$ cat src/sv/sgat_pkg.sv
// Shared types, widths and codes for the staggered-grid advection term core.
package sgat_pkg;

  // Fixed word widths of the stencil and result fields
  localparam int unsigned DATA_W      = 32;
  localparam int unsigned LIMIT_W     = 31;
  localparam int unsigned SCHEME_W    = 2;
  localparam int unsigned CFG_IDX_W   = 3;
  localparam int unsigned FRAC_BITS_DEF = 16;

  // Pipeline depth: average, prep, product, partials, shift, cap, sum
  localparam int unsigned NUM_STAGES  = 7;

  // Product widths: |w| * |d| fits 64 bits, times inv gives 96 bits
  localparam int unsigned PROD_W      = 2 * DATA_W;
  localparam int unsigned FULL_W      = 3 * DATA_W;

  // Axis term magnitude is clamped to 2^CAP_BIT
  localparam int unsigned CAP_BIT     = 61;
  localparam int unsigned MAG_W       = CAP_BIT + 1;
  localparam int unsigned TERM_W      = MAG_W + 1;
  localparam int unsigned SUM_W       = TERM_W + 1;
  localparam logic [MAG_W-1:0] TERM_CAP = {1'b1, {CAP_BIT{1'b0}}};

  // Reset value of the reciprocal spacings (1.0 in Q16.16)
  localparam logic [DATA_W-1:0] INV_RESET = 32'h0001_0000;

  // Difference scheme codes; the unused code behaves as central
  typedef enum logic [SCHEME_W-1:0] {
    SCHEME_CENTRAL = 2'd0,
    SCHEME_UPWIND  = 2'd1,
    SCHEME_HYBRID  = 2'd2
  } scheme_t;

  // Configuration register indexes
  typedef enum logic [CFG_IDX_W-1:0] {
    CFG_SCHEME  = 3'd0,
    CFG_INV_DX  = 3'd1,
    CFG_INV_DY  = 3'd2,
    CFG_LIMIT_X = 3'd3,
    CFG_LIMIT_Y = 3'd4
  } cfg_idx_t;

  // Per-axis operands after scheme selection
  typedef struct packed {
    logic [DATA_W-1:0] mag_w;
    logic [DATA_W-1:0] mag_d;
    logic              central;
    logic              neg;
  } axis_prep_t;

endpackage

$ cat src/sv/sgat_ctrl.sv
// Pipeline control: per-stage valid bits and load enables with backpressure.
module sgat_ctrl (
  input  logic                             clk,
  input  logic                             rst_n,
  input  logic                             in_valid,
  input  logic                             out_ready,
  output logic [sgat_pkg::NUM_STAGES-1:0]  en,
  output logic                             in_ready,
  output logic                             out_valid
);

  localparam int unsigned N = sgat_pkg::NUM_STAGES;

  logic [N-1:0] v_r, v_nxt;

  // A stage loads when it is empty or its contents move on
  assign en[N-1] = !v_r[N-1] || out_ready;

  for (genvar k = 0; k < N - 1; k++) begin : g_en
    assign en[k] = !v_r[k] || en[k+1];
  end

  // Advance valid bits with the data
  assign v_nxt[0] = en[0] ? in_valid : v_r[0];

  for (genvar k = 1; k < N; k++) begin : g_vld
    assign v_nxt[k] = en[k] ? v_r[k-1] : v_r[k];
  end

  always_ff @(posedge clk) begin
    if (!rst_n) begin
      v_r <= '0;
    end else begin
      v_r <= v_nxt;
    end
  end

  assign in_ready  = en[0];
  assign out_valid = v_r[N-1];

endmodule

$ cat config.mk
export PLATFORM = sky130hd
export DESIGN_NAME = sgat_ctrl
export DESIGN_NICKNAME = d
export VERILOG_FILES = /design/src/sv/sgat_pkg.sv /design/src/sv/sgat_ctrl.sv
export SDC_FILE = /design/constraint.sdc
export NUM_CORES = 1
export LEC_CHECK = 0
export BUFFER_PORTS_ARGS = -buffer_cell sky130_fd_sc_hd__buf_4
export CAP_MARGIN = 20
export CORE_AREA = 4 4 41 43
export DETAILED_ROUTE_END_ITERATION = 6
export DIE_AREA = 0 0 45 47
export HOLD_SLACK_MARGIN = 0.1
export SLEW_MARGIN = 10
export SYNTH_ARGS = -nofsm -noshare
export SYNTH_HDL_FRONTEND = slang
export SYNTH_SLANG_ARGS = --single-unit
$ cat constraint.sdc
create_clock -name clk -period 1.3 [get_ports clk]
set_clock_uncertainty 0.2 [all_clocks]
set_input_delay 0.065 -clock clk [delete_from_list [all_inputs] [get_ports clk]]
set_output_delay 0.065 -clock clk [all_outputs]
set_load 0.01 [all_outputs]
Word-level counts from Yosys, hierarchy flattened --
Cells that the tools add are included.
Word-level totals: input bits 4, output and inout bits 9, register bits after elaboration 7, word-level logic and storage cells 21
Operators by class: reduce and logical (&&, ||, !) cells 14
Operators with widths (count):
- $logic_not 1->1 | 7
- $logic_or 1x1->1 | 7

Depth between registers and ports, before layout --
depth after elaboration 8, mapped depth 6

Worst setup path after synthesis --
Ideal clock, no wire load.
path type flip-flop to output port, start point register v_r[6], end point output en[0] (netlist name), data arrival time 1.092 ns, stages on the path, launching flop included 7, slack -0.057 ns, path through dfxtp_1 > and4b_1 > buf_6 > inv_2 > nor2_1 > inv_1 > buf_4
Between the ends: cells in the longest elaborated chain, start to end 8
Ends and longest elaborated chain:
- from (decl) | RTL line sgat_ctrl.sv:14 | logic [N-1:0] v_r, v_nxt;
- from (signal assigned) | RTL line sgat_ctrl.sv:34 | v_r <= v_nxt;
- $logic_not 1->1 | RTL line sgat_ctrl.sv:17 | assign en[N-1] = !v_r[N-1] || out_ready;
- $logic_or 1x1->1 | RTL line sgat_ctrl.sv:17
- $logic_or 1x1->1 (2 in a row) | RTL line sgat_ctrl.sv:20 | assign en[k] = !v_r[k] || en[k+1];
- named net en, one bit | RTL line sgat_ctrl.sv:7 | output logic [sgat_pkg::NUM_STAGES-1:0] en,
- $logic_or 1x1->1 (4 in a row) | RTL line sgat_ctrl.sv:20
- to (decl) | RTL line sgat_ctrl.sv:7
The timed path passes the listed nets, and every way through them passes these cells.

Worst setup path in the final report --
start point register v_r[4], end point output en[1] (netlist name)
Between the ends: cells in the longest elaborated chain, start to end 5
Ends and longest elaborated chain (RTL line):
- $logic_not 1->1 | sgat_ctrl.sv:20
- $logic_or 1x1->1 (4 in a row) | sgat_ctrl.sv:20
Every way passes these cells.

==> metrics.md <==
| Metric | Value |
|---|---|
| Buf+Inv Stages, Crit Path | 1 |
| Gr usage total | between 7 and 8% |
| Failing checks | negative setup slack |
| Setup crit end kind | primary output |
| DRC Markers | 0 |
| Largest regs | v_r: 7 flops |
| Root buffer cell | clkbuf_4 |
| VDD IR-drop max | approximately 0.27 mV |
| R2R Path Start | v_r[4]$_SDFFE_PN0P_ |
| Final worst setup slack | -0.1935 ns |
| Setup violations, final | 6 |
| Hold_buf cts | 2 |
| Routed len/inst | between 10 and 15 um |
| Cell Pwr Density | about 860 mW/mm^2 |
| Crit path cell chain | and4b_2, and3_4, nand2_2, buf_6 |
| Worst endpoint data arrival time | 1.23 ns |
| Initial core utilization | 22.31% |
| Status | finished, violations left |
| Final nets | 58 |
| RSZ-0062 raised after global routing | true |
| Crit start category | flip-flop |
| H-Tree Depth | 1 |
| Final Slew Violations | 0 |
| Routing usage on met3 | 1.149% |
| Die Wd | 45 um |
| Leading area contributor after synthesis | dfxtp_1 |
| Slew at the pin with the worst max-slew slack | ~0.19 ns |
| # placed instances | 58 |
| Post-synth cell types | 14 |
| Met1 Usage GRT | 7.745% |
| Yosys warns | 0 |
| Crit share post-route | 114.9% |
| Post-synthesis sequential area ratio | approximately 48% |
| Worst Path Class, Setup | reg -> out |
| Die area | between 0.002 and 0.0025 sq mm |
| Largest net degree at the start of global routing | 8 |
| Cell family contributing the most delay on the critical path | simple AND/OR/NAND/NOR gates |
| Post-synthesis cell area | 290.3 sq um |
| Busiest grt layer | met2 |
| Antenna Nets Post-Route | 0 |
| Max-Cap Viols | 0 |
| Core occupancy in the finished layout | 40.48% |
| Clk buf depth | 2 |
| Fmax | 669.6 MHz |
| Die Y | 47 um |
| PortBufs | 12 |
| TritonRoute pass-1 iters | 4 |
| Yosys reg bits | 7 |
| Worst-path maximum fanout | 4 |
| ANT cells | 0 |
| Worst r2r dst | v_r[0]$_SDFFE_PN0P_ |
| Slowest stage delay, CP | 0.32 ns |
| # IOs | 13 |
| R2R cell count | 5 |
| Critical path required time | 1.03 ns |
| DP Wirelength | 459.1 um |
| Leak Pwr | 0.2120 nW |
| Vias per Instance | 4.441 |
| CP max-delay cell | dfxtp_2 |
| DR iter-0 viols | 25 |
| Syn_nets | 35 |
| Hold Crit Depth | 4 |
| Top cells by area, synth | dfxtp_1, o21a_1, nor2b_1 |
| Top reg by flops | v_r |
| Initial antenna violation count | 0 |
| Most common cell after layout, fill and taps aside | buf_4 |
| Largest register FFs | 7 |
| CTS tree | done |
| Setup TNS | -0.9547 ns |
| Layout cells sized above 1 | 60.38% |
| Post-Syn Area per Cell | 9.364 sq um |
| Crit path time final | between 1 and 1.5 ns |
| Cell Rows | 13 |
| WHS | 0.07207 ns |
| Clock transition at path regs | approximately 0.050 ns |
| Post-layout instance count excluding filler cells | 68 |
| Core area | 0.001301 sq mm |
| Vias after detailed routing | 302 |
| Clock Latency Late Sink | 0.25 ns |
| Share of the synthesized area in the top cell type | 48.28% |
| Global route overflow | 0 |
| Most frequent cells in the layout | buf_4, buf_6, o21a_1, dfxtp_1 |
| Fill count | between 100 and 150 |
| Post-synthesis cell count | 31 |
| Detailed Route WL | 750 um |
| Vias in the first global route | around 260 |
| Power Total | 0.4526 mW |
| Levels on crit path | 4 |
| Hold Vio Cnt, Final | 0 |
| First-pass GRT wire length | 1.083 mm |
| Min-Delay Startpoint | out_ready |
| Worst Hold Path EP | v_r[6]$_SDFFE_PN0P_ |
| M2 GR Usage | 12.99% |
| Clock Sinks | 7 |
| Cts bufs inserted | 3 |
| R2R Setup Slk | 0.01 ns |
| Routability congestion estimate | 0.6741 |
| Slew HR | 87.46% |
| Hold Crit Class | in -> reg |
| Layout area overhead | 81.47% |
logic make-up after synthesis:
| kind of cell | synth area share (%) |
|---|---|
| flops | 48.27 |
| buf+inv | 11.64 |
| compound gates | 16.81 |
| simple gates | 23.27 |
synthesized netlist by cell type:
master / count
nand4_1: 1
nor2_1: 1
buf_4: 1
a21oi_1: 2
o21a_1: 4
inv_2: 1
dfxtp_1: 7
a41oi_1: 1
buf_6: 1
inv_1: 3
nand2_1: 3
and4b_1: 1
nor2b_1: 4
and3_4: 1
metrics by stage:
stage	area [sq um]	setup WS, ns
2_1_floorplan	294.0	0.001196
3_5_place_dp	399.1	0.02602
3_3_place_gp	399.1	0.02389
5_1_grt	526.8	-0.2519
4_1_cts	516.7	-0.2046
6_report	526.8	-0.1935
what timing repair did:
action,CTS,global route
gates resized for setup,14,3
setup buffers,4,1
endpoints found under the hold margin,7,1
setup endpoints to repair,8,9
pin swaps,2,2
routing by layer:
metal | share of wire, % | vias up
li1 | - | 146
met1 | 36 | 142
met2 | 56 | 12
met3 | 5.7 | 2
met4 | 2.3 | 0
met5 | 0 | -
power breakdown:
group | internal, mW | switching [mW] | total, mW
combinational | 0.0157 | 0.00822 | 0.0239
sequential | 0.220 | 0.00426 | 0.224
clock | 0.118 | 0.0872 | 0.205
tightest hold or removal path, stage by stage:
cell,delay [ns]
buf_4,0.10
nor2b_4,0.04
buf_4,0.12
o21a_1,0.16
final cells by class:
| cell class | instances | area [sq um] | area share, % |
|---|---|---|---|
| clock buffers | 4 | 26.28 | 4.988 |
| inverters | 4 | 15.01 | 2.850 |
| multi-input cells | 18 | 137.6 | 26.13 |
| flip-flops and latches | 7 | 143.9 | 27.32 |
| well taps | 15 | 18.77 | 3.563 |
| repair buffers | 20 | 185.2 | 35.15 |
worst max path at each step:
stage                                    from  endpoint  slack, ns
after floorplan           v_r[6]$_SDFFE_PN0P_     en[0]      0.001
after CTS                 v_r[4]$_SDFFE_PN0P_     en[1]      -0.20
final                     v_r[4]$_SDFFE_PN0P_     en[1]      -0.19
after global placement    v_r[5]$_SDFFE_PN0P_     en[1]       0.02
after global routing      v_r[4]$_SDFFE_PN0P_     en[1]      -0.25
after detailed placement  v_r[6]$_SDFFE_PN0P_     en[1]       0.03
(Power assumes the default switching activity.)
