<file path="config.mk">
export PLATFORM = sky130hd
export DESIGN_NAME = sgat_out
export DESIGN_NICKNAME = d
export VERILOG_FILES = /design/src/sv/sgat_pkg.sv /design/src/sv/sgat_out.sv
export SDC_FILE = /design/constraint.sdc
export NUM_CORES = 1
export LEC_CHECK = 0
export BUFFER_PORTS_ARGS = -buffer_cell sky130_fd_sc_hd__buf_2
export CORE_UTILIZATION = 55
export DETAILED_ROUTE_END_ITERATION = 12
export PLACE_DENSITY = 0.9
export SYNTH_ARGS = -nofsm -noshare
export SYNTH_HDL_FRONTEND = slang
export SYNTH_SLANG_ARGS = --single-unit
</file>
<file path="constraint.sdc">
create_clock -name clk -period 6.25 [get_ports clk]
set_clock_uncertainty 0.1 [all_clocks]
set_input_delay 1.25 -clock clk [delete_from_list [all_inputs] [get_ports clk]]
set_output_delay 1.25 -clock clk [all_outputs]
set_load 0.005 [all_outputs]
</file>
<file path="src/sv/sgat_pkg.sv">
// Shared types, widths and codes for the staggered-grid advection term core.
package sgat_pkg;

  // Fixed word widths of the stencil and result fields
  localparam int unsigned DATA_W      = 32;
  localparam int unsigned LIMIT_W     = 31;
  localparam int unsigned SCHEME_W    = 2;
  localparam int unsigned CFG_IDX_W   = 3;
  localparam int unsigned FRAC_BITS_DEF = 16;

  // Pipeline depth: average, prep, product, partials, shift, cap, sum
  localparam int unsigned NUM_STAGES  = 7;

  // Product widths: |w| * |d| fits 64 bits, times inv gives 96 bits
  localparam int unsigned PROD_W      = 2 * DATA_W;
  localparam int unsigned FULL_W      = 3 * DATA_W;

  // Axis term magnitude is clamped to 2^CAP_BIT
  localparam int unsigned CAP_BIT     = 61;
  localparam int unsigned MAG_W       = CAP_BIT + 1;
  localparam int unsigned TERM_W      = MAG_W + 1;
  localparam int unsigned SUM_W       = TERM_W + 1;
  localparam logic [MAG_W-1:0] TERM_CAP = {1'b1, {CAP_BIT{1'b0}}};

  // Reset value of the reciprocal spacings (1.0 in Q16.16)
  localparam logic [DATA_W-1:0] INV_RESET = 32'h0001_0000;

  // Difference scheme codes; the unused code behaves as central
  typedef enum logic [SCHEME_W-1:0] {
    SCHEME_CENTRAL = 2'd0,
    SCHEME_UPWIND  = 2'd1,
    SCHEME_HYBRID  = 2'd2
  } scheme_t;

  // Configuration register indexes
  typedef enum logic [CFG_IDX_W-1:0] {
    CFG_SCHEME  = 3'd0,
    CFG_INV_DX  = 3'd1,
    CFG_INV_DY  = 3'd2,
    CFG_LIMIT_X = 3'd3,
    CFG_LIMIT_Y = 3'd4
  } cfg_idx_t;

  // Per-axis operands after scheme selection
  typedef struct packed {
    logic [DATA_W-1:0] mag_w;
    logic [DATA_W-1:0] mag_d;
    logic              central;
    logic              neg;
  } axis_prep_t;

endpackage

</file>
<file path="src/sv/sgat_out.sv">
// Output stage: add both axis terms and saturate to 32 bits.
module sgat_out (
  input  logic                                clk,
  input  logic                                en,
  input  logic signed [sgat_pkg::TERM_W-1:0]  term_x,
  input  logic signed [sgat_pkg::TERM_W-1:0]  term_y,
  output logic signed [sgat_pkg::DATA_W-1:0]  advection_term,
  output logic                                saturated
);

  localparam int unsigned SW = sgat_pkg::SUM_W;
  localparam int unsigned W  = sgat_pkg::DATA_W;
  localparam logic signed [SW-1:0] SUM_MAX = {{(SW-W+1){1'b0}}, {(W-1){1'b1}}};
  localparam logic signed [SW-1:0] SUM_MIN = {{(SW-W+1){1'b1}}, {(W-1){1'b0}}};
  localparam logic signed [W-1:0]  OUT_MAX = {1'b0, {(W-1){1'b1}}};
  localparam logic signed [W-1:0]  OUT_MIN = {1'b1, {(W-1){1'b0}}};

  logic signed [SW-1:0] tx, ty, sum;
  logic                 hi, lo;
  logic signed [W-1:0]  term_r;
  logic                 sat_r;

  assign tx  = term_x;
  assign ty  = term_y;
  assign sum = tx + ty;
  assign hi  = sum > SUM_MAX;
  assign lo  = sum < SUM_MIN;

  // Register the clipped sum
  always_ff @(posedge clk) begin
    if (en) begin
      term_r <= hi ? OUT_MAX : (lo ? OUT_MIN : sum[W-1:0]);
      sat_r  <= hi || lo;
    end
  end

  assign advection_term = term_r;
  assign saturated      = sat_r;

endmodule

</file>
=== After elaboration in Yosys (flattened, before gate mapping) ===
Cells that the tools add are included.

* Output and inout port bits: 33
* Register bits after elaboration: 33
* Input bits: 128

* Muxes and demuxes: 1
* Reductions and logical operators: 1
* Add/sub/neg operators: 1
* Magnitude comparators: 2

{| class="wikitable"
|+ Operators by type and width
! kind !! count
|-
| $add A63 B63 Y64 || 1
|-
| $gt A64 B32 Y1 const B || 1
|-
| $lt A64 B32 Y1 const B || 1
|-
| $mux W32 || 1
|-
| $logic_or A1 B1 Y1 || 1
|}

=== Logic depth before layout (Yosys ltp) ===
* Depth in word-level cells: 3
* Gate-level depth with buffers: 16
* Depth with buffers taken out: 14

=== Worst setup path before layout ===
Ideal clock, no wire load.

* Path kind: input-to-reg
* Start point: input port term_x[0] (netlist name)
* End point: register term_r[6] (netlist: advection_term[6]), data pin
* Arrival: 4,590 ps
* Setup slack: 1,303 ps
* Buffers on the path: 1
* Stages: 15
* Setup time: 258 ps
* Cell sequence: ha_1 > fa_1 > nand3_1 > a211oi_1 > a211oi_4 > o22ai_2 > or2_1 > o41ai_1 > a311oi_1 > or4_1 > nor4_1 > nand4b_1 > o21ai_2 > buf_6 > a21oi_2

* Longest elaborated chain between the ends: 3
* Elaborated cells on any way between the ends: 4

{| class="wikitable"
|+ RTL lines
! what !! line !! text
|-
| from (decl) || sgat_out.sv:5 || <nowiki>input logic signed [sgat_pkg::TERM_W-1:0] term_x,</nowiki>
|-
| $add A63 B63 Y64 (*) || sgat_out.sv:25 || <nowiki>assign sum = tx + ty;</nowiki>
|-
| $lt A64 B32 Y1 || sgat_out.sv:27 || <nowiki>assign lo = sum < SUM_MIN;</nowiki>
|-
| $mux W32 || sgat_out.sv:32 || <nowiki>term_r <= hi ? OUT_MAX : (lo ? OUT_MIN : sum[W-1:0]);</nowiki>
|-
| to (signal assigned) || sgat_out.sv:32 ||
|-
| to (decl) || sgat_out.sv:20 || <nowiki>logic signed [W-1:0] term_r;</nowiki>
|}

Mark *: on every way between the ends. The rest lies on a longest branch, timed or not.
A chain may end at the register's enable or synchronous reset.

=== Worst setup path after layout ===
* Start point: input port term_x[5] (netlist name)
* End point: register term_r[2] (netlist: advection_term[2]), data pin

Same word-level chain as after synthesis.

==> summary.md <==
| Metric | Value |
|---|---|
| Wire length of the first global-routing pass | `between 20000 and 30000 um` |
| Setup TNS Final | `0 ns` |
| I/O Pins | `161` |
| Largest net degree at the start of global routing | `34` |
| Combinational power share | `56.0%` |
| Worst Path Required | `approximately 6.3 ns` |
| Core Area | `10400 um2` |
| Routed Wire Length | `around 18000 um` |
| Reg clk slew, reported paths | `~0.060 ns` |
| Slew HR | `51.5%` |
| Maximum VDD drop | `~0.16 mV` |
| Post-Syn Instances | `a little under 800` |
| Sequential area share after synthesis | `~17%` |
| DR pass1 iterations | `8` |
| H-tree levels | `2` |
| Final hold vios | `0` |
| DP Worst Slack | `between 0.7 and 0.8 ns` |
| Die Y-Extent | `106 um` |
| HPWL Detailed | `~14000 um` |
| GR Layer Usage met3 | `3.34%` |
| All-Layer GR Usage | `a little under a third` |
| Crit path kind | `in -> reg` |
| RSZ-0062 raised after global routing | `false` |
| Max Slew Vio Count | `0` |
| Pwr dens | `approximately 180 nW/um2` |
| Ant diodes | `0` |
| Critical Path Sink Type | `register` |
| Post-synth top flop | `edfxtp_1` |
| Slew @ Worst Pin | `about 0.73 ns` |
| Post-DR vias/cell | `roughly 6.4` |
| Outcome | `finished, final reports clean` |
| Gr ovfl total | `0` |
| Endpoints failing setup | `0` |
| Placer Congestion | `~1.0` |
| Vias in the first global route | `a little under 6000` |
| Post-route DRC violation count | `0` |
| Initial drt markers | `671` |
| Yosys reg bits | `33` |
| Cell Area, Placed | `approximately 6700 um2` |
| CTS tree | `done` |
| Avg Synthesized Cell Area | `roughly 7.5 um2` |
| Max-cap violations | `0` |
| Hold Crit Class | `in -> reg` |
| Cell area after layout | `6800 um2` |
| Clock network power share | `around a fifth` |
| Final Critical Period | `about 5.4 ns` |
| Number of distinct library cells after synthesis | `just over 70` |
| Most common cell after layout, fill and taps aside | `buf_2` |
| Flop pwr share | `approximately 25%` |
| Commonest cells after routing, fill and taps aside | `buf_2, a21oi_1, nand2_1` |
| Cts bufs inserted | `5` |
| Worst EP arrival | `about 5.4 ns` |
| Mapped Nets | `just under 1000` |
| Vias after detailed routing | `6738` |
| Initial Utilization | `between 50% and 60%` |
| Maximum root-to-sink buffer count | `2` |
| Root Driver | `clkbuf_8` |
| Hold Crit Depth | `4` |
| Max FO, Critical Path | `24` |
| Clk sinks | `33` |
| Setup bufs post-CTS | `0` |
| Die W | `between 100 and 150 um` |
| Std-Cell Rows | `37` |
| Fmax | `186 MHz` |
| Grt met2 use | `49.3%` |
| Antenna violations before repair | `0` |
| CTS Hold Buffers Added | `0` |
| Routed length per instance | `16.8 um` |
| Startpoint Class | `primary input` |
| Pint | `0.701 mW` |
| Post-DRT Antenna Nets | `0` |
| Synthesized area | `between 5000 and 6000 um2` |
| Die area | `roughly 11000 um2` |
| Sw Ratio | `between 40% and 50%` |
| Final-layout fill cell count | `between 900 and 1000` |
| Leakage | `2.84 nW` |
| Share of cells above drive strength 1 | `about 23%` |
| Post-route setup slack | `0.880 ns` |
| IO Port Bufs | `160` |
| Switching component of the power | `around 0.5 mW` |
| Post-synth EDFFs | `33` |
| Fin crit share | `85.9%` |
| GRT busiest layer | `met2` |
| Final nets | `1106` |
| Area grow syn2layout | `14.8%` |
| Ys async rst share | `0%` |
| CTS resizes | `0` |
| GR Util met1 | `between 40 and 50%` |
| Synth warnings | `0` |
==> per-layer routing <==
| layer | wire [um] | up-vias |
|---|---|---|
| li1 | - | 3234 |
| met1 | 7850 | 3072 |
| met2 | 7810 | 390 |
| met3 | 1610 | 42 |
| met4 | 336 | 0 |
| met5 | 0 | - |
==> critical path, stage by stage <==
cell and delay (ns):
buf_2 0.11, ha_1 0.45, nand3_1 0.13, o211ai_1 0.44, nand4_1 0.20, a311oi_1 0.50, o21ai_1 0.25, o31ai_1 0.37
a21boi_0 0.19, xor2_1 0.20, nor4_1 0.54, nand4_4 0.25, and2_4 0.35, a21oi_1 0.16
==> final cells by class <==
| class | count | area [um2] | share of cell area [%] |
|---|---|---|---|
| Inverter | 18 | 67.6 | 0.994 |
| Sequential cell | 33 | 991 | 14.6 |
| Timing Repair Buffer | 163 | 823 | 12.1 |
| Clock inverter | 3 | 65.1 | 0.957 |
| Multi-Input combinational cell | 693 | 4610 | 67.8 |
| Clock buffer | 5 | 68.8 | 1.01 |
| Tap cell | 136 | 170 | 2.50 |
==> registers in the layout, indices dropped and copies added, names as in the netlist <==
| register | cells |
|---|---|
| saturated | 1 |
| advection_term | 32 |
==> cell usage after synthesis (22+ instances only) <==
cell        n  area share, %
o21ai_1    22            1.9
xor2_1     30            4.4
xnor2_1    22            3.3
buf_2      22            1.9
ha_1       63             13
nor2_1     68            4.3
a21oi_1   100            8.5
nand2_1    88            5.6
a21oi_2    22            3.3
nand4_1    37            3.9
edfxtp_1   33             17
o21ai_0    33            2.8
==> power groups by stage <==
| stage | Combinational [mW] | Clock [mW] | Sequential (mW) |
|---|---|---|---|
| 6_report | 0.681 | 0.237 | 0.297 |
| 5_1_grt | 0.741 | 0.246 | 0.300 |
| 4_1_cts | 0.664 | 0.236 | 0.297 |
| 3_5_place_dp | 0.657 | 0 | 0.302 |
| 3_3_place_gp | 0.648 | 0 | 0.302 |
| 2_1_floorplan | 0.468 | 0 | 0.304 |
==> cell families after synthesis <==
| logic type | share of synthesized area, % |
|---|---|
| AO/OA/AOI/OAI | 32.0 |
| AND/OR/NAND/NOR | 24.2 |
| adder cells (fa/ha/maj) | 13.7 |
| buffers and inverters | 5.35 |
| XOR/XNOR | 7.69 |
| flip-flops | 16.7 |
| multiplexers | 0.338 |
==> final timing paths <==
kind / to / start
setup / recovery: advection_term[2]$_SDFFCE_PN1P_ / term_x[5]
hold / removal: advection_term[0]$_SDFFCE_PN1P_ / term_y[0]
==> per-stage QoR <==
| step | hold slack [ns] | util, % | total power, mW | std cells |
|---|---|---|---|---|
| 3_5_place_dp | 1.54 | 64.3 | 0.959 | 1043 |
| 5_1_grt | 1.33 | 65.6 | 1.29 | 1051 |
| 3_3_place_gp | 1.54 | 64.3 | 0.950 | 1043 |
| 6_report | 1.31 | 65.6 | 1.21 | 1051 |
| 4_1_cts | 1.31 | 65.6 | 1.20 | 1051 |
| 2_1_floorplan | 1.26 | - | 0.772 | 787 |
Power figures use the tool's default switching activity.
